## src/rtl/core/mi3_pkg.sv

```systemverilog
// package for the 3x3 matrix inverse core: float types, latencies,
// minor operand tables, leading-zero count and the shared round/pack function
// no dependencies
package mi3_pkg;

   localparam int unsigned FP_W       = 32;
   localparam int unsigned N_ELEM     = 9;
   localparam int unsigned MUL_LAT    = 3;
   localparam int unsigned ADD_LAT    = 4;
   localparam int unsigned DIV_STEP   = 3;
   localparam int unsigned QUO_W      = 27;
   localparam int unsigned DIV_STAGES = QUO_W / DIV_STEP;
   localparam int unsigned DIV_LAT    = DIV_STAGES + 2;
   localparam int unsigned COF_LAT    = MUL_LAT + ADD_LAT;
   localparam int unsigned DET_LAT    = COF_LAT + MUL_LAT + 2 * ADD_LAT;
   localparam int unsigned PIPE_LAT   = DET_LAT + DIV_LAT;

   localparam logic [31:0] CANON_NAN = 32'h7FC0_0000;

   typedef logic [FP_W-1:0]   fp_type;
   typedef logic signed [9:0] exp_type;
   typedef logic [26:0]       mant_type;
   typedef logic [3:0]        elem_idx_type;

   // minor |p q; r s| = p*s - q*r, element index is row*3+col
   localparam elem_idx_type MINOR_P [N_ELEM] = '{4'd4, 4'd3, 4'd3, 4'd1, 4'd0, 4'd0, 4'd1, 4'd0, 4'd0};
   localparam elem_idx_type MINOR_Q [N_ELEM] = '{4'd5, 4'd5, 4'd4, 4'd2, 4'd2, 4'd1, 4'd2, 4'd2, 4'd1};
   localparam elem_idx_type MINOR_R [N_ELEM] = '{4'd7, 4'd6, 4'd6, 4'd7, 4'd6, 4'd6, 4'd4, 4'd3, 4'd3};
   localparam elem_idx_type MINOR_S [N_ELEM] = '{4'd8, 4'd8, 4'd7, 4'd8, 4'd8, 4'd7, 4'd5, 4'd5, 4'd4};
   localparam logic [N_ELEM-1:0] COF_NEG = 9'b010101010;

   function automatic logic [5:0] lzc48(input logic [47:0] v);
      logic [5:0] n;
      n = 6'd48;
      for (int i = 0; i < 48; i++) begin
         if (v[i]) begin
            n = 6'(47 - i);
         end
      end
      return n;
   endfunction

   // m has its leading one at bit 26 (or is zero), e is the biased exponent
   function automatic fp_type fp_pack(input logic sgn, input logic nan, input logic inf,
                                      input exp_type e, input mant_type m, input logic st);
      mant_type    mm;
      logic        stk;
      logic [7:0]  fld;
      logic        inc;
      logic [30:0] mag;
      exp_type     rsh;
      fp_type      res;
      mm  = m;
      stk = st;
      fld = 8'd0;
      rsh = '0;
      if (e >= 10'sd1) begin
         fld = e[7:0];
      end else begin
         rsh = 10'sd1 - e;
         if (rsh > 10'sd26) begin
            mm  = '0;
            stk = (|m) | st;
         end else begin
            mm  = m >> rsh[4:0];
            stk = st | (|(m & ((27'd1 << rsh[4:0]) - 27'd1)));
         end
      end
      inc = mm[2] & (mm[3] | mm[1] | mm[0] | stk);
      mag = {fld, mm[25:3]} + 31'(inc);
      if (nan) begin
         res = CANON_NAN;
      end else if (inf) begin
         res = {sgn, 8'hFF, 23'd0};
      end else if (m == '0) begin
         res = {sgn, 31'd0};
      end else if (e > 10'sd254) begin
         res = {sgn, 8'hFF, 23'd0};
      end else begin
         res = {sgn, mag};
      end
      return res;
   endfunction

endpackage

```

## src/rtl/core/mi3_fmul.sv

```systemverilog
// pipelined single-precision multiplier, round to nearest even, three stages
// depends on mi3_pkg
module mi3_fmul (
   input  logic           clock,
   input  logic           en,
   input  mi3_pkg::fp_type op_a,
   input  mi3_pkg::fp_type op_b,
   output mi3_pkg::fp_type res
);
   import mi3_pkg::*;

   logic [7:0]  ea, eb, ea1, eb1;
   logic [23:0] ma, mb;
   logic        an, bn, ai, bi, az, bz;
   logic        nan_in, inf_in, sgn_in;
   logic [47:0] prod_in, prod_ff;
   exp_type     e0_in, e0_ff;
   logic        nan1_ff, inf1_ff, sgn1_ff;

   logic [5:0]  lz;
   logic [47:0] norm;
   mant_type    m_in, m_ff;
   logic        st_in, st_ff;
   exp_type     e_in, e_ff;
   logic        nan2_ff, inf2_ff, sgn2_ff;
   fp_type      res_in, res_ff;

   always_comb begin
      ea      = op_a[30:23];
      eb      = op_b[30:23];
      ea1     = (ea == 8'd0) ? 8'd1 : ea;
      eb1     = (eb == 8'd0) ? 8'd1 : eb;
      ma      = {|ea, op_a[22:0]};
      mb      = {|eb, op_b[22:0]};
      an      = (ea == 8'hFF) && (op_a[22:0] != 23'd0);
      bn      = (eb == 8'hFF) && (op_b[22:0] != 23'd0);
      ai      = (ea == 8'hFF) && (op_a[22:0] == 23'd0);
      bi      = (eb == 8'hFF) && (op_b[22:0] == 23'd0);
      az      = (op_a[30:0] == 31'd0);
      bz      = (op_b[30:0] == 31'd0);
      nan_in  = an | bn | (ai & bz) | (bi & az);
      inf_in  = ~nan_in & (ai | bi);
      sgn_in  = op_a[31] ^ op_b[31];
      prod_in = ma * mb;
      e0_in   = $signed({2'b00, ea1}) + $signed({2'b00, eb1}) - 10'sd126;
   end

   always_comb begin
      lz    = lzc48(prod_ff);
      norm  = prod_ff << lz;
      m_in  = norm[47:21];
      st_in = |norm[20:0];
      e_in  = e0_ff - $signed({4'b0000, lz});
   end

   assign res_in = fp_pack(sgn2_ff, nan2_ff, inf2_ff, e_ff, m_ff, st_ff);

   always_ff @(posedge clock) begin
      if (en) begin
         prod_ff <= prod_in;
         e0_ff   <= e0_in;
         nan1_ff <= nan_in;
         inf1_ff <= inf_in;
         sgn1_ff <= sgn_in;
         m_ff    <= m_in;
         st_ff   <= st_in;
         e_ff    <= e_in;
         nan2_ff <= nan1_ff;
         inf2_ff <= inf1_ff;
         sgn2_ff <= sgn1_ff;
         res_ff  <= res_in;
      end
   end

   assign res = res_ff;

endmodule

```

## config.mk

```make
export PLATFORM = sky130hd
export DESIGN_NAME = mi3_fmul
export DESIGN_NICKNAME = d
export VERILOG_FILES = /design/src/rtl/core/mi3_pkg.sv /design/src/rtl/core/mi3_fmul.sv
export SDC_FILE = /design/constraint.sdc
export NUM_CORES = 2
export LEC_CHECK = 0
export ABC_AREA = 1
export BUFFER_PORTS_ARGS = -buffer_cell sky130_fd_sc_hd__buf_2
export CAP_MARGIN = 20
export CORE_MARGIN = 1.5
export CORE_UTILIZATION = 60
export DETAILED_ROUTE_END_ITERATION = 8
export PLACE_DENSITY_LB_ADDON = 0.1
export SYNTH_ARGS = -nofsm -noshare
export SYNTH_HDL_FRONTEND = slang
export SYNTH_SLANG_ARGS = --single-unit
```

## constraint.sdc

```tcl
create_clock -name clock -period 9.7 [get_ports clock]
set_clock_uncertainty 0.05 [all_clocks]
set_input_delay 1.94 -clock clock [delete_from_list [all_inputs] [get_ports clock]]
set_output_delay 1.94 -clock clock [all_outputs]
set_load 0.01 [all_outputs]
```

==> results.py <==
metrics = {
    "run_status": {
        "status": "finished, final reports clean",
    },
    "placement": {
        "gp_congestion": 0.948,
        "io_buffers": 97,
        "dp_hpwl_um": 61400,
    },
    "logic_synthesis": {
        "synth_xor_area_frac": 0.0188,
        "yosysUniqueCellTypes": 70,
        "synth_fa_ha_area_frac": 0.410,
        "yosysSeqAreaShare": 0.135,
        "synth_compound_area_frac": 0.0752,
        "syn_area_per_cell_um2": 7.64,
        "synth_top_area_frac": 0.326,
        "synth_mux_area_frac": 0.00807,
        "syn-instance-count": 3897,
        "synth_top_family_by_area": "adder cells",
        "synth_edf_count": 134,
        "syn-num-nets": 4647,
        "yosys.area.top_type": "fa_1",
        "synth_flop_cell": "edfxtp_1",
        "yosys_warnings": 0,
        "synth_simple_gate_area_frac": 0.208,
        "syn_area_um2": 29800,
        "synth.area.top_cells": "fa_1 33%, edfxtp_1 14%, nand2_1 13%, inv_1 11%, ha_1 8.4%",
        "ys_seq_elements": 134,
        "async_reset_ff_frac": 0,
    },
    "critical_path": {
        "startpoint_type": "primary input",
        "slowest_stage": "fa_1",
        "required_ns": 9.83,
        "r2r_cells": 50,
        "crit_type": "primary input to flip-flop",
        "rrSetupSlack_ns": 1.99,
        "critPathMostFrequentCell": "nand2_1",
        "max_stage_delay_ns": 0.55,
        "r2r_start": "e_ff[1]",
        "cp.arrival_ns": 9.11,
        "crit_fanout": 25,
        "end_kind": "flip-flop",
        "rr_endpoint": "res[30]",
    },
    "cts": {
        "cts_root_buf": "clkbuf_16",
        "cts.repair.resized": 0,
        "clock_latency_ns": 0.44,
        "clkTransAtPathRegs_ns": 0.06,
        "cts_buffers": 17,
        "post_cts_buffers": 0,
        "htree_levels": 4,
        "hold_buffers": 0,
        "cts_tree": "done",
        "clockBufferDepth": 2,
        "cts.sinks": 134,
    },
    "sta": {
        "slew_viol_final": 0,
        "clock.fmax_ghz": 0.111,
        "finalSetupViolations": 0,
        "slew_headroom": 0.323,
        "fin_crit_ns": 8.97,
        "post-route-period-util": 0.925,
        "setup-tns-final_ns": 0,
        "worst-slew-pin-transition_ns": 1.01,
        "hold_viol_final": 0,
        "rsz0062_at_grt": "false",
    },
    "floorplan": {
        "initial_core_util": 0.608,
        "ios": 98,
        "die_w_um": 226,
        "num_rows": 81,
        "die_y_um": 226,
        "design.core.area_um2": 49000,
        "die_area_um2": 51000,
    },
    "detailed_routing": {
        "dr.pass1.iters": 6,
        "wl_um": 75300,
        "vias": 24700,
        "highest_layer": "met4",
        "wl_met3_um": 5360,
        "drtAntennaViolNets": 0,
        "drc": 0,
        "dr_wl_met2_um": 36000,
        "via_per_inst": 5.46,
        "first_iter_violations": 2091,
        "wl_met1_um": 32500,
        "wl_per_cell_um": 16.6,
    },
    "finish": {
        "drive_gt1_frac": 0.0665,
        "diodes": 0,
        "final_core_util": 0.638,
        "syn_to_final_growth_pct": 4.93,
        "nets": 4600,
        "layout_common_cells": "996 x nand2_1, 890 x inv_1, 484 x fa_1",
        "layout_commonest_cell": "nand2_1",
    },
    "hold_path": {
        "hold-path-cell-count": 0,
        "hold_start": "inf1_ff",
        "worst_hold_path.endpoint": "inf2_ff",
        "hold_class": "flip-flop to flip-flop",
    },
    "global_route": {
        "grt_max_degree": 72,
        "grt_use_total": 0.314,
        "grt_pass1_wl_um": 127000,
        "grt.overflow.total": 0,
        "antenna_found_initial": 0,
        "grt_pass1_vias": 25000,
    },
    "job": {
        "maxCapViolations": 0,
    },
}
[sequential cells by signal, indices dropped and copies added, names as in the netlist]
signal,cells
res,32
prod_ff,48
m_ff,27
sgn1_ff,1
inf1_ff,1
nan2_ff,1
sgn2_ff,1
e0_ff,10
nan1_ff,1
inf2_ff,1
st_ff,1
e_ff,10
[worst max-delay path, delay by kind of cell]
kind	cells	cell delay (ns)
xor+xnor	1	0.14
simple gates	23	1.70
fa+ha+maj	8	3.45
buf+inv	7	0.79
compound gates	8	1.08
[worst max-delay path by stage]
stage / slack, ns / depth (start not counted) / start / endpoint
3_3_place_gp: 0.37 / 51 / op_b[0] / prod_ff[45]
6_report: 0.73 / 47 / op_b[6] / prod_ff[45]
2_1_floorplan: 0.58 / 50 / op_a[6] / prod_ff[45]
4_1_cts: 0.74 / 47 / op_b[6] / prod_ff[45]
3_5_place_dp: 0.27 / 47 / op_b[6] / prod_ff[45]
5_1_grt: 0.13 / 49 / op_b[6] / prod_ff[45]
[cell usage after synthesis (8+ instances only)]
| cell | instances |
|---|---|
| nand2_1 | 996 |
| inv_1 | 890 |
| fa_1 | 484 |
| ha_1 | 200 |
| clkbuf_1 | 193 |
| nand3_1 | 180 |
| nor2_1 | 154 |
| o21ai_0 | 142 |
| edfxtp_1 | 134 |
| a21oi_1 | 92 |
| xor2_1 | 48 |
| nand4_1 | 40 |
| nor4_1 | 26 |
| o21ai_1 | 25 |
| mux2i_1 | 24 |
| nor3_1 | 24 |
| o22ai_1 | 21 |
| a22oi_1 | 16 |
| xnor2_1 | 16 |
| inv_2 | 15 |
| buf_2 | 14 |
| nand2_2 | 14 |
| a31oi_1 | 10 |
| nor2_2 | 10 |
| o211ai_1 | 10 |
| and2_1 | 9 |
| o2111ai_1 | 9 |
| a211oi_1 | 8 |
[cells by family after synthesis]
group,Yosys count
and+or+nand+nor,1477
buffers and inverters,1133
adders and majority gates,684
AOI/OAI and AO/OA,381
DFF,134
xor gates and xnor gates,64
muxes,24
[routing by layer]
layer / GRT usage / vias up
met5: 0 / -
met4: 0.0816 / 0
met3: 0.0435 / 107
met2: 0.524 / 930
met1: 0.430 / 11900
li1: - / 11800
[stage by stage]
step	setup WS, ns	std cells	hold WS, ns	instance area [µm²]
global placement	0.373	4495	0.351	30600
CTS	0.737	4526	0.370	31200
detailed placement	0.275	4495	0.356	30600
finish	0.726	4526	0.368	31200
global route	0.129	4526	0.380	31200
floorplan	0.583	3897	0.350	29800
[final cells by class]
type | count | area [µm²]
clock buffer | 18 | 429
clock inverter | 13 | 171
fill | 4441 | 17700
inverter | 911 | 3420
multi-input combinational | 2630 | 21400
sequential | 134 | 4020
tap | 664 | 831
timing repair buffer | 156 | 935
Power is left out: the tool's default activity adds up to more than one toggle a clock period on the data nets, which glitch-free logic cannot reach.
