### config.mk
export PLATFORM = sky130hd
export DESIGN_NAME = mi3_fadd
export DESIGN_NICKNAME = d
export VERILOG_FILES = /design/src/rtl/core/mi3_pkg.sv /design/src/rtl/core/mi3_fadd.sv
export SDC_FILE = /design/constraint.sdc
export NUM_CORES = 1
export LEC_CHECK = 0
export BUFFER_PORTS_ARGS = -buffer_cell sky130_fd_sc_hd__buf_2
export CORE_UTILIZATION = 45
export DETAILED_ROUTE_END_ITERATION = 10
export PLACE_DENSITY = 0.64
export SLEW_MARGIN = 20
export SYNTH_ARGS = -nofsm -noshare
export SYNTH_HDL_FRONTEND = slang
export SYNTH_SLANG_ARGS = --single-unit
### constraint.sdc
create_clock -name clock -period 6.83 [get_ports clock]
set_clock_uncertainty 0.1 [all_clocks]
set_input_delay 0.683 -clock clock [delete_from_list [all_inputs] [get_ports clock]]
set_output_delay 0.683 -clock clock [all_outputs]
set_load 0.005 [all_outputs]
### src/rtl/core/mi3_pkg.sv
// package for the 3x3 matrix inverse core: float types, latencies,
// minor operand tables, leading-zero count and the shared round/pack function
// no dependencies
package mi3_pkg;

   localparam int unsigned FP_W       = 32;
   localparam int unsigned N_ELEM     = 9;
   localparam int unsigned MUL_LAT    = 3;
   localparam int unsigned ADD_LAT    = 4;
   localparam int unsigned DIV_STEP   = 3;
   localparam int unsigned QUO_W      = 27;
   localparam int unsigned DIV_STAGES = QUO_W / DIV_STEP;
   localparam int unsigned DIV_LAT    = DIV_STAGES + 2;
   localparam int unsigned COF_LAT    = MUL_LAT + ADD_LAT;
   localparam int unsigned DET_LAT    = COF_LAT + MUL_LAT + 2 * ADD_LAT;
   localparam int unsigned PIPE_LAT   = DET_LAT + DIV_LAT;

   localparam logic [31:0] CANON_NAN = 32'h7FC0_0000;

   typedef logic [FP_W-1:0]   fp_type;
   typedef logic signed [9:0] exp_type;
   typedef logic [26:0]       mant_type;
   typedef logic [3:0]        elem_idx_type;

   // minor |p q; r s| = p*s - q*r, element index is row*3+col
   localparam elem_idx_type MINOR_P [N_ELEM] = '{4'd4, 4'd3, 4'd3, 4'd1, 4'd0, 4'd0, 4'd1, 4'd0, 4'd0};
   localparam elem_idx_type MINOR_Q [N_ELEM] = '{4'd5, 4'd5, 4'd4, 4'd2, 4'd2, 4'd1, 4'd2, 4'd2, 4'd1};
   localparam elem_idx_type MINOR_R [N_ELEM] = '{4'd7, 4'd6, 4'd6, 4'd7, 4'd6, 4'd6, 4'd4, 4'd3, 4'd3};
   localparam elem_idx_type MINOR_S [N_ELEM] = '{4'd8, 4'd8, 4'd7, 4'd8, 4'd8, 4'd7, 4'd5, 4'd5, 4'd4};
   localparam logic [N_ELEM-1:0] COF_NEG = 9'b010101010;

   function automatic logic [5:0] lzc48(input logic [47:0] v);
      logic [5:0] n;
      n = 6'd48;
      for (int i = 0; i < 48; i++) begin
         if (v[i]) begin
            n = 6'(47 - i);
         end
      end
      return n;
   endfunction

   // m has its leading one at bit 26 (or is zero), e is the biased exponent
   function automatic fp_type fp_pack(input logic sgn, input logic nan, input logic inf,
                                      input exp_type e, input mant_type m, input logic st);
      mant_type    mm;
      logic        stk;
      logic [7:0]  fld;
      logic        inc;
      logic [30:0] mag;
      exp_type     rsh;
      fp_type      res;
      mm  = m;
      stk = st;
      fld = 8'd0;
      rsh = '0;
      if (e >= 10'sd1) begin
         fld = e[7:0];
      end else begin
         rsh = 10'sd1 - e;
         if (rsh > 10'sd26) begin
            mm  = '0;
            stk = (|m) | st;
         end else begin
            mm  = m >> rsh[4:0];
            stk = st | (|(m & ((27'd1 << rsh[4:0]) - 27'd1)));
         end
      end
      inc = mm[2] & (mm[3] | mm[1] | mm[0] | stk);
      mag = {fld, mm[25:3]} + 31'(inc);
      if (nan) begin
         res = CANON_NAN;
      end else if (inf) begin
         res = {sgn, 8'hFF, 23'd0};
      end else if (m == '0) begin
         res = {sgn, 31'd0};
      end else if (e > 10'sd254) begin
         res = {sgn, 8'hFF, 23'd0};
      end else begin
         res = {sgn, mag};
      end
      return res;
   endfunction

endpackage

### src/rtl/core/mi3_fadd.sv
// pipelined single-precision adder, round to nearest even, four stages
// depends on mi3_pkg
module mi3_fadd (
   input  logic           clock,
   input  logic           en,
   input  mi3_pkg::fp_type op_a,
   input  mi3_pkg::fp_type op_b,
   output mi3_pkg::fp_type res
);
   import mi3_pkg::*;

   fp_type      x, y;
   logic [7:0]  ex, ey, ex1, ey1;
   logic        an, bn, ai, bi;
   logic        nan_in, inf_in, sgn_in, zs_in, sub_in;
   logic [23:0] mx_in, my_in, mx_ff, my_ff;
   logic [7:0]  d_in, d_ff, ex_ff;
   logic        nan1_ff, inf1_ff, sgn1_ff, zs1_ff, sub_ff;

   logic [26:0] ext, al;
   logic        stk;
   logic [27:0] sum_in, sum_ff;
   logic [7:0]  ex2_ff;
   logic        nan2_ff, inf2_ff, sgn2_ff, zs2_ff;

   logic [5:0]  lz;
   mant_type    m_in, m_ff;
   logic        st_in, st_ff;
   exp_type     e_in, e_ff;
   logic        sgn3_in;
   logic        nan3_ff, inf3_ff, sgn3_ff;
   fp_type      res_in, res_ff;

   always_comb begin
      if (op_a[30:0] >= op_b[30:0]) begin
         x = op_a;
         y = op_b;
      end else begin
         x = op_b;
         y = op_a;
      end
      ex     = x[30:23];
      ey     = y[30:23];
      ex1    = (ex == 8'd0) ? 8'd1 : ex;
      ey1    = (ey == 8'd0) ? 8'd1 : ey;
      mx_in  = {|ex, x[22:0]};
      my_in  = {|ey, y[22:0]};
      d_in   = ex1 - ey1;
      an     = (op_a[30:23] == 8'hFF) && (op_a[22:0] != 23'd0);
      bn     = (op_b[30:23] == 8'hFF) && (op_b[22:0] != 23'd0);
      ai     = (op_a[30:23] == 8'hFF) && (op_a[22:0] == 23'd0);
      bi     = (op_b[30:23] == 8'hFF) && (op_b[22:0] == 23'd0);
      nan_in = an | bn | (ai & bi & (op_a[31] ^ op_b[31]));
      inf_in = ~nan_in & (ai | bi);
      sgn_in = inf_in ? (ai ? op_a[31] : op_b[31]) : x[31];
      zs_in  = x[31] & y[31];
      sub_in = x[31] ^ y[31];
   end

   always_comb begin
      ext = {my_ff, 3'b000};
      if (d_ff >= 8'd27) begin
         al  = '0;
         stk = |my_ff;
      end else begin
         al  = ext >> d_ff[4:0];
         stk = |(ext & ((27'd1 << d_ff[4:0]) - 27'd1));
      end
      al[0] = al[0] | stk;
      if (sub_ff) begin
         sum_in = {1'b0, mx_ff, 3'b000} - {1'b0, al};
      end else begin
         sum_in = {1'b0, mx_ff, 3'b000} + {1'b0, al};
      end
   end

   always_comb begin
      lz = 6'd0;
      if (sum_ff[27]) begin
         m_in  = sum_ff[27:1];
         st_in = sum_ff[0];
         e_in  = $signed({2'b00, ex2_ff}) + 10'sd1;
      end else begin
         lz    = lzc48({sum_ff[26:0], 21'h1F_FFFF});
         m_in  = sum_ff[26:0] << lz;
         st_in = 1'b0;
         e_in  = $signed({2'b00, ex2_ff}) - $signed({4'b0000, lz});
      end
      sgn3_in = (sum_ff == 28'd0 && !inf2_ff) ? zs2_ff : sgn2_ff;
   end

   assign res_in = fp_pack(sgn3_ff, nan3_ff, inf3_ff, e_ff, m_ff, st_ff);

   always_ff @(posedge clock) begin
      if (en) begin
         mx_ff   <= mx_in;
         my_ff   <= my_in;
         d_ff    <= d_in;
         ex_ff   <= ex1;
         nan1_ff <= nan_in;
         inf1_ff <= inf_in;
         sgn1_ff <= sgn_in;
         zs1_ff  <= zs_in;
         sub_ff  <= sub_in;
         sum_ff  <= sum_in;
         ex2_ff  <= ex_ff;
         nan2_ff <= nan1_ff;
         inf2_ff <= inf1_ff;
         sgn2_ff <= sgn1_ff;
         zs2_ff  <= zs1_ff;
         m_ff    <= m_in;
         st_ff   <= st_in;
         e_ff    <= e_in;
         nan3_ff <= nan2_ff;
         inf3_ff <= inf2_ff;
         sgn3_ff <= sgn3_in;
         res_ff  <= res_in;
      end
   end

   assign res = res_ff;

endmodule

==> flow_metrics.tcl <==
set metrics [dict create \
    rsz0062_at_grt "no" \
    path_common_cell "ha_1" \
    arrival_ns 5.85 \
    cts_root_buffer "clkbuf_16" \
    utilization_pct 49.7 \
    drive_gt1_share_pct 14.8 \
    critPathKind "reg2reg" \
    die_h_um 198 \
    drtIter0Drc 1523 \
    period_share_pct 84.3 \
    cp_cell_sequence "inv_2 -> buf_4 -> ha_1 -> xnor2_1 -> a21oi_1 -> buf_4 -> nand3_1 -> ha_1 -> o21ai_0 -> nor2_1 -> nand2_1 -> xnor2_1 -> a22o_1 -> a211oi_1 -> nand4_1 -> a21o_1 -> ha_1 -> ha_1 -> and2_0 -> nand2_1 -> or4_1 -> xnor2_1 -> nor2_1" \
    hold_buffers 0 \
    r2r_cells 23 \
    leakage_nw 7.50 \
    clk_pin_slew_worst_paths_ns 0.08 \
    grt_pass1_wl_mm 82.1 \
    layout.cells.non_filler 2467 \
    routed_wl_mm 52.9 \
    post_cts.repair.setup_buffers 0 \
    gp_congestion 0.975 \
    ys_top_cells_by_area "edfxtp_1 (32%), ha_1 (7.7%), mux2i_1 (5.8%)" \
    outcome "finished, final reports clean" \
    fmax_ghz 0.174 \
    ctsResizeCount 0 \
    netlist_top_cells_count "edfxtp_1 (182), nand2_1 (176), nor2_1 (153), a21oi_1 (128), o21ai_0 (121)" \
    syn2layout_area_growth_pct 8.35 \
    crit_required_ns 6.92 \
    cp_num_cells 23 \
    clk_latency_ns 0.47 \
    cp_slowest_cell "or4_1" \
    viasPerCell 6.27 \
    grt_usage_pct 27.2 \
    period_needed_ns 5.76 \
    min_path_type "reg2reg" \
    die-area_um2 39300 \
    r2r_slack_ns 1.07 \
    synthCells 1916 \
    portBuffers 97 \
    num_vias 15500 \
    dpl.hpwl_mm 40.6 \
    post_drt_wl_per_cell_um 21.5 \
    crit_path_start_kind "flip-flop" \
    tightest_slew_ns 1.14 \
    ys_seq_area_share_pct 31.5 \
    cp_top_family "simple AND/OR/NAND/NOR gates" \
    rr_startpoint "e_ff[1]" \
    antenna_cells 0 \
    synth.distinct_cells 92 \
    crit_path_start "e_ff[1]" \
    maxSlewViolCount 0 \
    synth-edff-count 182 \
    drtAntennaViolNets 0 \
    cts_buffer_depth 2 \
    synth.most_common_cell "edfxtp_1" \
    netlist_area_um2 17300 \
    core_area_um2 37800 \
    critPathMaxStageDelay_ns 0.57 \
    max-slew-margin-rel_pct 24.2 \
    dp.cells 2434 \
    p_total_mw 5.18 \
    nNetsFinal 2118 \
    hold_start "ex_ff[5]" \
    synth_area_leader_cell "edfxtp_1" \
    row_count 71 \
    ys_async_sr_fraction_pct 0 \
    end_kind "flip-flop" \
    yosys.area.top_type_share_pct 31.5 \
    ir_drop_v 0.000171 \
    grt_pass1_vias 14400 \
    ys_seq_elements 182 \
    grt_overflow_total 0 \
    ys.flop_type "edfxtp_1" \
    grt_antenna_before_repair 1 \
    cts_tree "yes" \
    path_max_fanout 23 \
    setup_tns_ns 0 \
    setup_viol 0 \
    cts_sinks 182 \
    cap_viol_max_count 0 \
    ys_warn_count 0 \
    path_buf_inv 3 \
    cts-buffers-inserted 17 \
    initial_utilization_pct 45.9 \
    syn_nets 2091 \
    min_path_cells 0 \
    grt_start_max_net_pins 111 \
    hold_viol 0 \
    drtPass1Iterations 8 \
    synth_area_per_cell_um2 9.05 \
    drc_errors 0 \
    pin_count 98 \
    h-tree-depth 4 \
    die_w_um 198 \
    cellPowerDensity_nw_per_um2 276 \
]
## cells in the final DEF (no fill, tap or decap), types with 25 or more instances in the layout
master | synthesis | layout
a211oi_1 | 25 | 25
inv_1 | 114 | 114
nor4_1 | 45 | 45
nor3_1 | 50 | 49
a21oi_1 | 128 | 128
mux2i_1 | 100 | 100
nand2b_1 | 28 | 28
nand4_1 | 25 | 25
nor2_1 | 153 | 153
xnor2_1 | 46 | 46
o21ai_0 | 121 | 121
mux2_2 | 54 | 54
nand3_1 | 29 | 29
mux4_2 | 31 | 31
xor2_1 | 25 | 25
a21o_1 | 30 | 30
ha_1 | 106 | 106
buf_2 | 12 | 96
nand2_1 | 176 | 176
edfxtp_1 | 182 | 182
## layout make-up
type	instances	area, um^2
clock inverters	15	173
inverters	117	439
repair buffers	119	664
well taps	511	639
fillers	3569	19000
clock buffers	17	425
flip-flops and latches	182	5470
multi-input cells	1506	11000
## metal layers
metal	up-vias	routed length, um	GRT usage [%]
met5	-	0	0
met4	0	1930	12.2
met3	118	3420	3.68
met2	689	24100	42.3
met1	7397	23500	37.4
li1	7265	-	-
## flip-flops by register name, summed over array words and instances, names as in the netlist, 8 cells and up
register and flops:
ex_ff 8, res 32, d_ff 8, sum_ff 28
m_ff 27, my_ff 24, ex2_ff 8, e_ff 10
mx_ff 24
## metrics by stage
step | instance area [um^2] | setup WS (ns) | hold slack (ns)
6_report | 18800 | 1.07 | 0.324
5_1_grt | 18800 | 0.686 | 0.330
4_1_cts | 18800 | 1.16 | 0.323
3_5_place_dp | 18200 | 1.20 | 0.305
3_3_place_gp | 18200 | 1.28 | 0.302
2_1_floorplan | 17300 | 1.18 | 0.300
## final timing paths
kind,endpoint
setup / recovery,res[12]
hold reg to reg,ex2_ff[5]
setup reg to reg,res[12]
hold / removal,ex2_ff[5]
## kinds of logic (layout without fill, tap and decap cells)
| family | count (synthesis) | in the layout | share of synthesized area [%] |
|---|---|---|---|
| simple gates | 621 | 621 | 18.3 |
| compound gates | 516 | 516 | 19.7 |
| buf+inv | 228 | 268 | 5.28 |
| fa+ha+maj | 109 | 109 | 8.00 |
| mux | 188 | 188 | 13.5 |
| xor+xnor | 72 | 72 | 3.68 |
| flops | 182 | 182 | 31.5 |
## power breakdown
part,leakage [nW],switching [mW],internal (mW)
Combinational,5.44,1.47,0.986
Sequential,1.78,0.280,1.45
Clock,0.287,0.509,0.493
Total,7.50,2.25,2.93
Note: power is estimated with default switching activity, not from simulation.
