[config.mk]
export PLATFORM = sky130hd
export DESIGN_NAME = mi3_fdiv
export DESIGN_NICKNAME = d
export VERILOG_FILES = /design/src/rtl/core/mi3_pkg.sv /design/src/rtl/core/mi3_fdiv.sv
export SDC_FILE = /design/constraint.sdc
export NUM_CORES = 2
export LEC_CHECK = 0
export BUFFER_PORTS_ARGS = -buffer_cell sky130_fd_sc_hd__buf_4
export CAP_MARGIN = 20
export CORE_MARGIN = 3
export CORE_UTILIZATION = 56
export DETAILED_ROUTE_END_ITERATION = 6
export GPL_ROUTABILITY_DRIVEN = 0
export PLACE_DENSITY = 0.83
export SLEW_MARGIN = 20
export SYNTH_ARGS = -nofsm -noshare
export SYNTH_HDL_FRONTEND = slang
export SYNTH_SLANG_ARGS = --single-unit
export TNS_END_PERCENT = 5
[constraint.sdc]
create_clock -name clock -period 9.9 [get_ports clock]
set_clock_uncertainty 0.15 [all_clocks]
set_input_delay 1.485 -clock clock [delete_from_list [all_inputs] [get_ports clock]]
set_output_delay 1.485 -clock clock [all_outputs]
set_load 0.02 [all_outputs]
[src/rtl/core/mi3_pkg.sv]
// package for the 3x3 matrix inverse core: float types, latencies,
// minor operand tables, leading-zero count and the shared round/pack function
// no dependencies
package mi3_pkg;

   localparam int unsigned FP_W       = 32;
   localparam int unsigned N_ELEM     = 9;
   localparam int unsigned MUL_LAT    = 3;
   localparam int unsigned ADD_LAT    = 4;
   localparam int unsigned DIV_STEP   = 3;
   localparam int unsigned QUO_W      = 27;
   localparam int unsigned DIV_STAGES = QUO_W / DIV_STEP;
   localparam int unsigned DIV_LAT    = DIV_STAGES + 2;
   localparam int unsigned COF_LAT    = MUL_LAT + ADD_LAT;
   localparam int unsigned DET_LAT    = COF_LAT + MUL_LAT + 2 * ADD_LAT;
   localparam int unsigned PIPE_LAT   = DET_LAT + DIV_LAT;

   localparam logic [31:0] CANON_NAN = 32'h7FC0_0000;

   typedef logic [FP_W-1:0]   fp_type;
   typedef logic signed [9:0] exp_type;
   typedef logic [26:0]       mant_type;
   typedef logic [3:0]        elem_idx_type;

   // minor |p q; r s| = p*s - q*r, element index is row*3+col
   localparam elem_idx_type MINOR_P [N_ELEM] = '{4'd4, 4'd3, 4'd3, 4'd1, 4'd0, 4'd0, 4'd1, 4'd0, 4'd0};
   localparam elem_idx_type MINOR_Q [N_ELEM] = '{4'd5, 4'd5, 4'd4, 4'd2, 4'd2, 4'd1, 4'd2, 4'd2, 4'd1};
   localparam elem_idx_type MINOR_R [N_ELEM] = '{4'd7, 4'd6, 4'd6, 4'd7, 4'd6, 4'd6, 4'd4, 4'd3, 4'd3};
   localparam elem_idx_type MINOR_S [N_ELEM] = '{4'd8, 4'd8, 4'd7, 4'd8, 4'd8, 4'd7, 4'd5, 4'd5, 4'd4};
   localparam logic [N_ELEM-1:0] COF_NEG = 9'b010101010;

   function automatic logic [5:0] lzc48(input logic [47:0] v);
      logic [5:0] n;
      n = 6'd48;
      for (int i = 0; i < 48; i++) begin
         if (v[i]) begin
            n = 6'(47 - i);
         end
      end
      return n;
   endfunction

   // m has its leading one at bit 26 (or is zero), e is the biased exponent
   function automatic fp_type fp_pack(input logic sgn, input logic nan, input logic inf,
                                      input exp_type e, input mant_type m, input logic st);
      mant_type    mm;
      logic        stk;
      logic [7:0]  fld;
      logic        inc;
      logic [30:0] mag;
      exp_type     rsh;
      fp_type      res;
      mm  = m;
      stk = st;
      fld = 8'd0;
      rsh = '0;
      if (e >= 10'sd1) begin
         fld = e[7:0];
      end else begin
         rsh = 10'sd1 - e;
         if (rsh > 10'sd26) begin
            mm  = '0;
            stk = (|m) | st;
         end else begin
            mm  = m >> rsh[4:0];
            stk = st | (|(m & ((27'd1 << rsh[4:0]) - 27'd1)));
         end
      end
      inc = mm[2] & (mm[3] | mm[1] | mm[0] | stk);
      mag = {fld, mm[25:3]} + 31'(inc);
      if (nan) begin
         res = CANON_NAN;
      end else if (inf) begin
         res = {sgn, 8'hFF, 23'd0};
      end else if (m == '0) begin
         res = {sgn, 31'd0};
      end else if (e > 10'sd254) begin
         res = {sgn, 8'hFF, 23'd0};
      end else begin
         res = {sgn, mag};
      end
      return res;
   endfunction

endpackage

[src/rtl/core/mi3_fdiv.sv]
// pipelined single-precision divider, restoring, DIV_STEP quotient bits per stage,
// round to nearest even; depends on mi3_pkg
module mi3_fdiv (
   input  logic           clock,
   input  logic           en,
   input  mi3_pkg::fp_type op_a,
   input  mi3_pkg::fp_type op_b,
   output mi3_pkg::fp_type res
);
   import mi3_pkg::*;

   typedef struct packed {
      logic    sgn;
      logic    nan;
      logic    inf;
      logic    zero;
      exp_type e;
   } div_tag_type;

   logic [7:0]  ea, eb, ea1, eb1;
   logic [23:0] ma, mb;
   logic [5:0]  lza, lzb;
   logic        an, bn, ai, bi, az, bz;
   div_tag_type tag_in;
   logic [23:0] man_in, mbn_in;

   logic [24:0]     rem_ff [DIV_STAGES+1];
   logic [QUO_W-1:0] quo_ff [DIV_STAGES+1];
   logic [23:0]     div_ff [DIV_STAGES+1];
   div_tag_type     tag_ff [DIV_STAGES+1];

   mant_type m_fin;
   exp_type  e_fin;
   fp_type   res_in, res_ff;

   always_comb begin
      ea     = op_a[30:23];
      eb     = op_b[30:23];
      ea1    = (ea == 8'd0) ? 8'd1 : ea;
      eb1    = (eb == 8'd0) ? 8'd1 : eb;
      ma     = {|ea, op_a[22:0]};
      mb     = {|eb, op_b[22:0]};
      lza    = lzc48({ma, 24'hFF_FFFF});
      lzb    = lzc48({mb, 24'hFF_FFFF});
      man_in = ma << lza;
      mbn_in = mb << lzb;
      an     = (ea == 8'hFF) && (op_a[22:0] != 23'd0);
      bn     = (eb == 8'hFF) && (op_b[22:0] != 23'd0);
      ai     = (ea == 8'hFF) && (op_a[22:0] == 23'd0);
      bi     = (eb == 8'hFF) && (op_b[22:0] == 23'd0);
      az     = (op_a[30:0] == 31'd0);
      bz     = (op_b[30:0] == 31'd0);
      tag_in.sgn  = op_a[31] ^ op_b[31];
      tag_in.nan  = an | bn | (az & bz) | (ai & bi);
      tag_in.inf  = ~tag_in.nan & (ai | bz);
      tag_in.zero = ~tag_in.nan & ~tag_in.inf & (az | bi);
      tag_in.e    = $signed({2'b00, ea1}) - $signed({4'b0000, lza})
                  - $signed({2'b00, eb1}) + $signed({4'b0000, lzb}) + 10'sd127;
   end

   always_ff @(posedge clock) begin
      if (en) begin
         rem_ff[0] <= {1'b0, man_in};
         quo_ff[0] <= '0;
         div_ff[0] <= mbn_in;
         tag_ff[0] <= tag_in;
      end
   end

   for (genvar s = 1; s <= DIV_STAGES; s++) begin : g_stage
      logic [24:0]      rem_in;
      logic [QUO_W-1:0] quo_in;

      always_comb begin
         logic ge;
         rem_in = rem_ff[s-1];
         quo_in = quo_ff[s-1];
         for (int k = 0; k < DIV_STEP; k++) begin
            ge = rem_in >= {1'b0, div_ff[s-1]};
            if (ge) begin
               rem_in = rem_in - {1'b0, div_ff[s-1]};
            end
            rem_in = rem_in << 1;
            quo_in = {quo_in[QUO_W-2:0], ge};
         end
      end

      always_ff @(posedge clock) begin
         if (en) begin
            rem_ff[s] <= rem_in;
            quo_ff[s] <= quo_in;
            div_ff[s] <= div_ff[s-1];
            tag_ff[s] <= tag_ff[s-1];
         end
      end
   end

   always_comb begin
      if (quo_ff[DIV_STAGES][QUO_W-1]) begin
         m_fin = quo_ff[DIV_STAGES];
         e_fin = tag_ff[DIV_STAGES].e;
      end else begin
         m_fin = {quo_ff[DIV_STAGES][QUO_W-2:0], 1'b0};
         e_fin = tag_ff[DIV_STAGES].e - 10'sd1;
      end
      if (tag_ff[DIV_STAGES].zero) begin
         m_fin = '0;
      end
      res_in = fp_pack(tag_ff[DIV_STAGES].sgn, tag_ff[DIV_STAGES].nan,
                       tag_ff[DIV_STAGES].inf, e_fin, m_fin, |rem_ff[DIV_STAGES]);
   end

   always_ff @(posedge clock) begin
      if (en) begin
         res_ff <= res_in;
      end
   end

   assign res = res_ff;

endmodule

==> reports/metrics.yaml <==
drive_gt1_share_pct: 12.62
dp_hpwl_um: 145000
reg2reg_from: "div_ff[6][1]"
finalWirelength_um: 192200
period_minus_slack_ns: 9.599
via_per_inst: 6.603
r2r_cells: 35
nFillCells: 9527
r2r_end: "rem_ff[7][13]"
finalSetupViolations: 0
cts_inserted_buffers: 82
avgSynthCellArea_um2: 9.500
grt_pass1_vias: 55840
synth_nets: 7912
fin_nets: 8007
grt_first_pass_wirelength_um: 298800
htreeDepth: 3
synth_seq_cells: 763
synth_flop_cell: "edfxtp_1"
instances_no_fill: 8953
path_common_cell: "a21oi_1"
die_h_um: 355.0
required_ns: 10.18
syn2layout_area_growth_pct: 8.565
clockBufferDepth: 3
die_w_um: 355.0
hold_ws_ns: 0.2128
critPathMaxStageDelay_ns: 0.52
place_inst: 8796
worstSetupPathType: "flop to flop"
cts.sinks: 763
cp-start-kind: "flop"
core_mm2: 0.1204
status: "complete, but fails checks"
ys_seq_area_share_pct: 33.59
ioPinCount: 98
fmax_mhz: 104.2
antenna_found_initial: 6
synthDistinctLibCells: 102
slew_headroom_pct: 28.77
start_util_pct: 56.64
drtPass1Iterations: 7
crit_fanout: 25
cp-startpoint: "div_ff[6][1]"
clkSlewWorstSetupHoldPaths_ns: 0.07
finalCritPeriodShare_pct: 96.96
ant_nets: 0
vias: 59120
io_buffers: 97
syn_inst: 7181
remaining_drc_errors: 10
drv_cap: 0
die_area_mm2: 0.1260
cp-endpoint: "rem_ff[7][13]"
failed_checks: "DRC"
synth_edf_count: 763
drtIter0Drc: 7765
cp-end-kind: "flop"
finalHoldViolations: 0
cts_root_buffer: "clkbuf_16"
grt-ovfl-total: 0
crit_arrival_ns: 9.88
std_cell_rows: 127
hold_path.class: "flop to flop"
worst-slew-pin-transition_ns: 1.064
cts_tree: "done"
tns_ns: 0
critPathSlowestCell: "edfxtp_1"
yosys_warnings: 0
ys_async_sr_fraction_pct: 0
wl_per_cell_um: 21.46
rsz0062_at_grt: "true"
rrSetupSlack_ns: 0.30
grt_usage_pct: 29.24
clock_latency_ns: 0.74
grt_start_max_net_pins: 162
netlist_area_mm2: 0.06822
postCtsHoldBufs: 0
report.final.slew_viol_count: 0
-- logic make-up (layout without fill, tap and decap cells) --
group / Yosys count / in the layout / share of synthesized area [%]
other cells: 0 / 1 / 0
buf+inv: 624 / 783 / 3.496
simple gates: 1975 / 1975 / 14.18
xor+xnor: 545 / 545 / 7.019
fa+ha+maj: 665 / 665 / 12.36
flops: 763 / 763 / 33.59
compound gates: 2051 / 2051 / 19.90
mux: 558 / 558 / 9.453
-- layout by cell type (no fill, tap or decap), types with 101 or more instances in the layout --
cell	instances
nor2b_1	104
a21o_1	282
mux2_2	430
o21ai_0	356
ha_1	648
edfxtp_1	763
buf_4	185
xor2_1	161
nand4_1	101
inv_1	427
a21oi_1	555
nand2b_1	106
xnor2_1	382
nor3_1	136
nand2_1	473
nor2_1	552
o21a_1	113
nand3_1	148
-- metrics by stage --
step                      util, %  setup WS (ns)  area (um^2)
after CTS                   61.24        0.01161        73770
after floorplan                 -         0.5177        68220
after detailed placement    58.95        -0.1220        71000
after global routing        61.49        -0.1081        74060
after global placement      58.95        0.09684        71000
final                       61.49         0.3010        74060
-- critical path, delay by kind of cell (launching register included) --
kind / cells / cell delay [ns]
AO/OA/AOI/OAI: 19 / 4.68
adder cells (fa/ha/maj): 3 / 1.08
buffers and inverters: 3 / 0.65
flip-flops: 1 / 0.52
AND/OR/NAND/NOR: 8 / 1.42
multiplexers: 2 / 0.76
-- how the worst min path moves through the flow --
stage	endpoint	start	cells past startpoint
5_1_grt	quo_ff[9][8]	quo_ff[8][5]	0
2_1_floorplan	quo_ff[2][3]	quo_ff[1][0]	0
4_1_cts	quo_ff[9][8]	quo_ff[8][5]	0
3_3_place_gp	tag_ff[1][9]	tag_ff[0][9]	0
3_5_place_dp	quo_ff[3][7]	quo_ff[2][4]	0
6_report	quo_ff[9][8]	quo_ff[8][5]	0
-- synthesized netlist by cell type, types with 22 or more instances --
| cell | n | share of area, % |
|---|---|---|
| edfxtp_1 | 763 | 34 |
| mux2i_1 | 102 | 1.5 |
| o211ai_1 | 37 | 0.41 |
| a311oi_1 | 29 | 0.37 |
| nor3_1 | 140 | 1.0 |
| xor2_1 | 161 | 2.1 |
| a31o_2 | 22 | 0.28 |
| o21a_1 | 113 | 1.2 |
| o22ai_1 | 30 | 0.28 |
| nor2b_1 | 104 | 0.95 |
| and2_1 | 54 | 0.50 |
| nand2_1 | 476 | 2.6 |
| buf_1 | 22 | 0.12 |
| a211oi_1 | 67 | 0.74 |
| buf_2 | 25 | 0.18 |
| clkbuf_1 | 132 | 0.73 |
| nor4_1 | 49 | 0.45 |
| o31ai_1 | 60 | 0.66 |
| nor2_1 | 552 | 3.0 |
| ha_1 | 650 | 12 |
| a21boi_0 | 32 | 0.35 |
| nand4_1 | 101 | 0.93 |
| o21bai_1 | 87 | 0.96 |
| mux2_2 | 430 | 7.1 |
| inv_1 | 431 | 2.4 |
| mux4_2 | 26 | 0.86 |
| or3_1 | 58 | 0.53 |
| a21o_1 | 283 | 3.1 |
| xnor2_1 | 382 | 4.9 |
| nand2b_1 | 106 | 0.97 |
| a31oi_1 | 68 | 0.62 |
| or2_2 | 36 | 0.33 |
| a21oi_1 | 560 | 4.1 |
| nand3_1 | 148 | 1.1 |
| and3_1 | 52 | 0.48 |
| o21ai_0 | 360 | 2.6 |
-- layer usage --
metal	routed length, um	global-route usage (%)	up-vias
met5	37	0	-
met4	10360	14.46	6
met3	19270	5.576	744
met2	86410	46.37	3411
met1	76100	38.37	27670
li1	-	-	27290
-- final cells by class --
| class | instances | area [um^2] | area share, % |
|---|---|---|---|
| Multi-Input combinational cell | 5794 | 43210 | 58.35 |
| Sequential cell | 763 | 22910 | 30.94 |
| Clock buffer | 95 | 2101 | 2.837 |
| Tap cell | 1612 | 2017 | 2.723 |
| Inverter | 442 | 1663 | 2.245 |
| Timing Repair Buffer | 193 | 1504 | 2.031 |
| Clock inverter | 53 | 650.6 | 0.8785 |
| Antenna cell | 1 | 2.502 | 0.003379 |
-- state kept, by name (all words and copies together) (netlist names) --
register	cells
rem_ff	240
div_ff	216
tag_ff	140
quo_ff	135
res	32
-- what timing repair did --
| item | 4_1_cts | 5_1_grt |
|---|---|---|
| setup endpoints to repair | 66 | 225 |
| pin swaps | 0 | 5 |
| buffers inserted | 0 | 8 |
| resized for setup | 6 | 58 |
| gates cloned | 0 | 0 |
Power is not shown: default switching activity piles up to over one toggle a cycle in this logic, so the estimate is an artifact.
